--- src/hw/rtl/coprime_probe_stride_assert.svh ---
// Assertion macros for the coprime probe stride block.
// Included by modules that check their own logic; expects clk and arst_n in scope.
`ifndef COPRIME_PROBE_STRIDE_ASSERT_SVH
`define COPRIME_PROBE_STRIDE_ASSERT_SVH

// Check a property every clock outside reset.
`define CPS_ASSERT(lbl, prop, msg) \
	lbl: assert property (@(posedge clk) disable iff (!arst_n) prop) else $error(msg);

// Check that a condition in one cycle brings a condition in the next.
`define CPS_ASSERT_NEXT(lbl, pre, post, msg) \
	lbl: assert property (@(posedge clk) disable iff (!arst_n) (pre) |=> (post)) else $error(msg);

`endif

--- src/hw/rtl/cps_pkg.sv ---
// Shared constants for the coprime probe stride block.
// No dependencies.
package cps_pkg;

	typedef logic [2:0] cps_state_t;

	localparam cps_state_t ST_IDLE  = 3'd0;
	localparam cps_state_t ST_MOD   = 3'd1; // seed mod (capacity - 1)
	localparam cps_state_t ST_GTEST = 3'd2; // Euclid step decision
	localparam cps_state_t ST_GMOD  = 3'd3; // x mod y for one Euclid step
	localparam cps_state_t ST_FIN   = 3'd4; // publish result word

endpackage

--- src/hw/rtl/coprime_probe_stride.sv ---
// capacity <= 1 skips the search and publishes a stride of 1. Otherwise the seed is
//   reduced mod (capacity - 1) and candidates are tried in turn, each by Euclid steps;
//   one item is in work at a time.
// The remainder unit is a bit-serial restoring divider that takes one dividend
// bit per cycle. done pulses for one cycle with stride.
// Reset (arst_n low, asynchronous) returns to idle and drops done.
module coprime_probe_stride #(
	parameter int CAPACITY_BITS = 16,
	parameter int SEED_BITS     = 32
) (
	input  logic                     clk,
	input  logic                     arst_n,
	input  logic                     start,
	input  logic [SEED_BITS-1:0]     seed,
	input  logic [CAPACITY_BITS-1:0] capacity,
	output logic                     busy,
	output logic                     done,
	output logic [CAPACITY_BITS-1:0] stride
);
	import cps_pkg::*;
	`include "coprime_probe_stride_assert.svh"

	localparam int CB    = CAPACITY_BITS;
	localparam int DW    = (SEED_BITS > CAPACITY_BITS) ? SEED_BITS : CAPACITY_BITS;
	localparam int CNT_W = $clog2(DW + 1);

	cps_state_t        state_q;
	logic [CB-1:0]     cap_q;     // latched capacity
	logic [CB-1:0]     cand_q;    // current candidate stride
	logic [CB-1:0]     x_q;       // Euclid dividend
	logic [CB-1:0]     y_q;       // Euclid divisor
	logic [CB-1:0]     div_q;     // divisor of the serial remainder unit
	logic [CB-1:0]     rem_q;     // partial remainder
	logic [DW-1:0]     dvd_q;     // dividend shift register, MSB first
	logic [CNT_W-1:0]  cnt_q;     // dividend bits still to shift in
	logic              done_q;
	logic [CB-1:0]     stride_q;

	// One restoring division step: bring in the next dividend bit, subtract if it fits.
	logic [CB:0]   shifted;
	logic [CB:0]   diff;
	logic [CB-1:0] rem_nx;
	logic [CB:0]   cand_inc;
	logic [CB-1:0] cand_nx;

	always_comb begin
		shifted  = {rem_q, dvd_q[DW-1]};
		diff     = shifted - {1'b0, div_q};
		rem_nx   = diff[CB] ? shifted[CB-1:0] : diff[CB-1:0];
		// Step the candidate, wrapping to 1 at the capacity.
		cand_inc = {1'b0, cand_q} + {{CB{1'b0}}, 1'b1};
		cand_nx  = (cand_inc >= {1'b0, cap_q}) ? {{(CB-1){1'b0}}, 1'b1} : cand_inc[CB-1:0];
	end

	always_ff @(posedge clk or negedge arst_n) begin
		if (!arst_n) begin
			state_q <= ST_IDLE;
			done_q  <= 1'b0;
			cnt_q   <= '0;
		end else begin
			done_q <= 1'b0;
			case (state_q)
				ST_IDLE: begin
					if (start) begin
						if (capacity <= {{(CB-1){1'b0}}, 1'b1}) begin
							state_q <= ST_FIN;
						end else begin
							state_q <= ST_MOD;
						end
						cnt_q <= CNT_W'(SEED_BITS);
					end
				end
				ST_MOD: begin
					cnt_q <= cnt_q - 1'b1;
					if (cnt_q == {{(CNT_W-1){1'b0}}, 1'b1}) begin
						state_q <= ST_GTEST;
					end
				end
				ST_GTEST: begin
					if (y_q == '0) begin
						if (x_q == {{(CB-1){1'b0}}, 1'b1}) begin
							state_q <= ST_FIN;
						end
					end else begin
						state_q <= ST_GMOD;
						cnt_q   <= CNT_W'(CAPACITY_BITS);
					end
				end
				ST_GMOD: begin
					cnt_q <= cnt_q - 1'b1;
					if (cnt_q == {{(CNT_W-1){1'b0}}, 1'b1}) begin
						state_q <= ST_GTEST;
					end
				end
				ST_FIN: begin
					done_q  <= 1'b1;
					state_q <= ST_IDLE;
				end
				default: begin
					state_q <= ST_IDLE;
				end
			endcase
		end
	end

	// Datapath: no reset needed.
	always_ff @(posedge clk) begin
		case (state_q)
			ST_IDLE: begin
				cap_q  <= capacity;
				cand_q <= {{(CB-1){1'b0}}, 1'b1};
				div_q  <= capacity - {{(CB-1){1'b0}}, 1'b1};
				rem_q  <= '0;
				dvd_q  <= DW'(seed) << (DW - SEED_BITS);
			end
			ST_MOD: begin
				rem_q <= rem_nx;
				dvd_q <= dvd_q << 1;
				if (cnt_q == {{(CNT_W-1){1'b0}}, 1'b1}) begin
					// Start candidate is 1 + seed mod (capacity - 1).
					cand_q <= rem_nx + {{(CB-1){1'b0}}, 1'b1};
					y_q    <= rem_nx + {{(CB-1){1'b0}}, 1'b1};
					x_q    <= cap_q;
				end
			end
			ST_GTEST: begin
				if (y_q == '0) begin
					if (x_q != {{(CB-1){1'b0}}, 1'b1}) begin
						// Not coprime: advance and restart Euclid.
						cand_q <= cand_nx;
						x_q    <= cap_q;
						y_q    <= cand_nx;
					end
				end else begin
					div_q <= y_q;
					rem_q <= '0;
					dvd_q <= DW'(x_q) << (DW - CB);
				end
			end
			ST_GMOD: begin
				rem_q <= rem_nx;
				dvd_q <= dvd_q << 1;
				if (cnt_q == {{(CNT_W-1){1'b0}}, 1'b1}) begin
					x_q <= y_q;
					y_q <= rem_nx;
				end
			end
			ST_FIN: begin
				stride_q <= cand_q;
			end
			default: begin
				rem_q <= rem_q;
			end
		endcase
	end

	assign busy   = (state_q != ST_IDLE);
	assign done   = done_q;
	assign stride = stride_q;

	`CPS_ASSERT_NEXT(a_accept_busy, start && !busy, busy, "accepted word did not raise busy")
	`CPS_ASSERT_NEXT(a_done_pulse, done, !done, "done held longer than one cycle")
	`CPS_ASSERT(a_done_nonzero, done |-> (stride != '0), "stride of zero published")
	`CPS_ASSERT(a_rem_bound, ((state_q == ST_MOD) || (state_q == ST_GMOD)) |-> (rem_q < div_q),
		"partial remainder not below divisor")
	`CPS_ASSERT(a_cand_range, (state_q == ST_GTEST) |-> ((cand_q != '0) && (cand_q < cap_q)),
		"candidate stride out of range")

endmodule
--- config.mk ---
export PLATFORM = sky130hd
export DESIGN_NAME = coprime_probe_stride
export DESIGN_NICKNAME = d
export VERILOG_FILES = /design/src/hw/rtl/cps_pkg.sv /design/src/hw/rtl/coprime_probe_stride.sv
export VERILOG_INCLUDE_DIRS = /design/src /design/src/hw/rtl
export SDC_FILE = /design/constraint.sdc
export NUM_CORES = 1
export LEC_CHECK = 0
export BUFFER_PORTS_ARGS = -buffer_cell sky130_fd_sc_hd__buf_2
export CAP_MARGIN = 25
export CELL_PAD_IN_SITES_DETAIL_PLACEMENT = 0
export CELL_PAD_IN_SITES_GLOBAL_PLACEMENT = 1
export CORE_MARGIN = 1.5
export CORE_UTILIZATION = 45
export CTS_CLUSTER_SIZE = 24
export DETAILED_ROUTE_END_ITERATION = 7
export GPL_TIMING_DRIVEN = 0
export PLACE_DENSITY_LB_ADDON = 0.05
export SKIP_CTS_REPAIR_TIMING = 1
export SLEW_MARGIN = 20
export SYNTH_ARGS = -nofsm -noshare
export SYNTH_HDL_FRONTEND = slang
export SYNTH_SLANG_ARGS = --single-unit
--- constraint.sdc ---
create_clock -name clk -period 9.87 [get_ports clk]
set_input_delay 1.4805 -clock clk [delete_from_list [all_inputs] [get_ports clk]]
set_output_delay 1.4805 -clock clk [all_outputs]
set_load 0.05 [all_outputs]
==> impl_summary.log <==
[metrics] kind of path behind the tightest hold check: register to register
[metrics] number of I/O port buffers: 68
[metrics] largest incremental delay on the critical path: 0.50 ns
[metrics] Net Sw Power: 0.000799 W
[metrics] switching share of power: 36.1%
[metrics] vias in the first global route: 6838
[metrics] clk_skew: 0.0104 ns
[metrics] largest fanout on the critical path: 10
[metrics] Iteration-0 DRC Markers: 663
[metrics] clock tree from TritonCTS: yes
[metrics] total die area: 20900 um^2
[metrics] Die Ht: 145 um
[metrics] worst slew slack as a fraction of its limit: 28.4%
[metrics] top area cells in the synthesized netlist: edfxtp_1 48%, ha_1 5.3%, o21ai_0 4.2%
[metrics] clock period minus worst slack: 5.12 ns
[metrics] register share of total power: 36.9%
[metrics] Mapped Avg Cell Area: 10.5 um^2
[metrics] post-placement cell area: 9800 um^2
[metrics] share of the yosys chip area belonging to registers: 50.8%
[metrics] clock slew at the register clock pins of the worst setup and hold paths: 0.07 ns
[metrics] vias: 7213
[metrics] kind of launch point of the worst setup path: register
[metrics] number of detailed-routing iterations run before antenna repair: 6
[metrics] post-detailed-route DRC marker count: 0
[metrics] Mapped Cells: 860
[metrics] Hold WS: 0.479 ns
[metrics] peak clock frequency supported by timing: 0.195 GHz
[metrics] final count of hold timing violations: 0
[metrics] weighted congestion at the end of routability-driven global placement: 0.917
[metrics] Max rail drop VDD: 116 uV
[metrics] leakage power: 4.05 nW
[metrics] Post-Syn Nets: 950
[metrics] Clock power frac: 30.4%
[metrics] clock sink count: 154
[metrics] routed wire length: 26600 um
[metrics] total grt overflow: 0
[metrics] part of the cycle the worst path needs: 51.9%
[metrics] total non-filler cell area in the finished layout: 10400 um^2
[metrics] data required time at the worst endpoint: 10.02 ns
[metrics] worst slack at placement: 4.81 ns
[metrics] maximum level of the CTS H-tree: 4
[metrics] clock tree buffer depth: 2
[metrics] wire length of the first global-routing pass: 39800 um
[metrics] number of antenna repair diodes: 0
[metrics] die width: 145 um
[metrics] largest net degree at the start of global routing: 20
[metrics] count of endpoints failing setup in the final report: 0
[metrics] initial antenna violation count: 0
[metrics] placeable core region: 19500 um^2
[metrics] internal power contribution: 0.00141 W
[metrics] ys async rst share: 6.49%
[metrics] post-detailed-route via-to-cell ratio: 5.86
[metrics] starting utilization of the core area: 46.2%
[metrics] clk root buf: clkbuf_16
[metrics] worst path arrival time: 5.27 ns
[metrics] slowest cell on the critical path: edfxtp_1
[metrics] Comb pwr share: 32.8%
[metrics] Area growth syn-to-layout: 15.5%
[metrics] count of state elements after synthesis: 154
[metrics] final setup slack of the worst path: 4.75 ns
[metrics] Detail Placement HPWL: 21300 um
[metrics] cell type with the highest occurrence count on the critical path: inv_1
[metrics] utilization of the core after routing: 53.3%
[metrics] Layout Nets: 1042
[metrics] unique cell type count in the Yosys netlist: 70
[metrics] result of the run: finished clean
[metrics] measured slew at the worst slew-check pin: 1.06 ns
[metrics] Clk Latency, worst-skew pair: 0.43 ns
[metrics] most common cell after layout, fill and taps aside: edfxtp_1
[metrics] Total Routing Usage GR: 26.2%
[metrics] count of flip-flops with a built-in enable after synthesis: 144
[metrics] average wire per cell in the routed design: 21.6 um
[metrics] top library cells by usage in the layout, fill and taps aside: 144 x edfxtp_1, 76 x nand2_1, 76 x o21ai_0, 72 x buf_2, 52 x inv_1
[metrics] Std-Cell Rows: 51
[metrics] number of slew-limit violations in the final report: 0
[metrics] Pwr Density: 213 nW/um^2
[metrics] # fillers: 1806
[metrics] portion of synthesized cell area occupied by the leading cell type: 48.0%
[metrics] Worst Setup Path Type: register to register
[metrics] prevailing post-synth register cell: edfxtp_1
[metrics] count of synthesis-stage warnings from yosys: 0
[metrics] Inserted Clock Buffers: 17
[metrics] post-synth design cell area: 9010 um^2
[metrics] fraction of final layout cells sized beyond drive strength 1: 14.0%
[metrics] RSZ-0062 raised after global routing: no
[metrics] sort of element at the end of the critical path: register
[metrics] number of nets with antenna violations after routing: 0
[metrics] Max Cap Viol: 0
[metrics] largest area contributor in the netlist: edfxtp_1
[metrics] Setup TNS: 0 ns
[metrics] IO Count: 69
[metrics] cell-by-cell listing of the critical path: inv_1, ha_1, inv_1, fa_1, a211oi_2, or3_4, a2111oi_4, o21ai_1, nand2_2, nor2_1, a21oi_1, inv_1, ha_1, clkbuf_1, nand2_1, a211oi_1, a41oi_1, nor4_2, mux2i_1, o211ai_1
flip-flops by register name, summed over array words and instances (netlist names):
signal	flops
y_q	16
x_q	16
cnt_q	6
done	1
cand_q	16
stride	16
rem_q	16
state_q	3
cap_q	16
div_q	16
dvd_q	32
area by class of cell:
cell class / instances / area, um^2 / share of cell area [%]
Clock buffer: 19 / 443 / 4.26
Sequential cell: 154 / 4570 / 44.0
Inverter: 53 / 199 / 1.91
Clock inverter: 13 / 158 / 1.52
Tap cell: 265 / 332 / 3.19
Multi-Input combinational cell: 612 / 4110 / 39.5
Buffer: 41 / 163 / 1.56
Timing Repair Buffer: 73 / 429 / 4.12
Yosys cell counts (4+ instances only):
| cell type | n |
|---|---|
| xor2_1 | 23 |
| nor3b_1 | 4 |
| mux2i_1 | 7 |
| or2_2 | 5 |
| a22o_1 | 17 |
| nand3_1 | 37 |
| a21o_1 | 7 |
| a21oi_1 | 40 |
| o221ai_1 | 6 |
| nor2_1 | 49 |
| a211o_1 | 5 |
| xnor2_1 | 30 |
| ha_1 | 38 |
| nand2_1 | 76 |
| and3_1 | 5 |
| o2bb2ai_1 | 4 |
| nor4_1 | 10 |
| o21a_1 | 8 |
| nor2b_1 | 7 |
| nand2b_1 | 6 |
| and4_1 | 4 |
| a31oi_1 | 5 |
| o211ai_1 | 8 |
| dfrtp_1 | 10 |
| o21ai_0 | 76 |
| a22oi_1 | 34 |
| buf_2 | 4 |
| and2_1 | 13 |
| nor3_1 | 15 |
| a211oi_1 | 5 |
| o31ai_1 | 4 |
| inv_1 | 52 |
| or3_1 | 6 |
| edfxtp_1 | 144 |
| nand4_1 | 11 |
| clkbuf_1 | 33 |
layer usage:
metal  global-route usage (%)  routed length, um  up-vias
li1                         -                  -     3426
met1                     36.3              11900     3503
met2                     42.7              12700      261
met3                     4.83               1740       23
met4                     6.17                312        0
met5                        0                  0        -
worst paths after layout:
| kind | cells after the start | start | slack (ns) | to |
|---|---|---|---|---|
| setup / recovery | 20 | dvd_q[31]$_DFFE_PP_ | 4.75 | y_q[12]$_DFFE_PP_ |
| max in group asynchronous | 1 | arst_n | 8.76 | cnt_q[4]$_DFFE_PN0P_ |
| setup reg to reg | 20 | dvd_q[31]$_DFFE_PP_ | 4.75 | y_q[12]$_DFFE_PP_ |
| min in group asynchronous | 1 | arst_n | 0.91 | cnt_q[2]$_DFFE_PN0P_ |
| hold / removal | 0 | cand_q[15]$_DFFE_PP_ | 0.48 | stride[15]$_DFFE_PP_ |
| hold reg to reg | 0 | cand_q[15]$_DFFE_PP_ | 0.48 | stride[15]$_DFFE_PP_ |
through the flow:
stage | std cells | power, W
4_1_cts | 1229 | 0.00221
5_1_grt | 1230 | 0.00232
6_report | 1230 | 0.00221
2_1_floorplan | 860 | 0.00132
3_3_place_gp | 1193 | 0.00153
3_5_place_dp | 1197 | 0.00154
worst max-delay path: cells and delay by family, from the launching register on:
family	cells	cell delay, ns
AOI/OAI and AO/OA	7	1.34
adders and majority gates	3	0.80
DFF	1	0.50
muxes	1	0.25
and+or+nand+nor	5	1.23
buffers and inverters	4	0.69
kinds of logic after synthesis:
| group | Yosys count | share of synthesized area [%] |
|---|---|---|
| muxes | 11 | 1.40 |
| and+or+nand+nor | 260 | 14.6 |
| DFF | 154 | 50.8 |
| AOI/OAI and AO/OA | 249 | 18.6 |
| adders and majority gates | 39 | 5.50 |
| xor gates and xnor gates | 53 | 5.15 |
| buffers and inverters | 94 | 4.01 |
power by group through the flow:
stage	Clock, W	Sequential, W	Combinational, W
final	0.000672	0.000816	0.000725
after global routing	0.000705	0.000821	0.000793
after floorplan	0	0.000813	0.000509
after detailed placement	0	0.000829	0.000709
after CTS	0.000681	0.000815	0.000713
after global placement	0	0.000827	0.000706
Note: power is estimated with default switching activity, not from simulation.
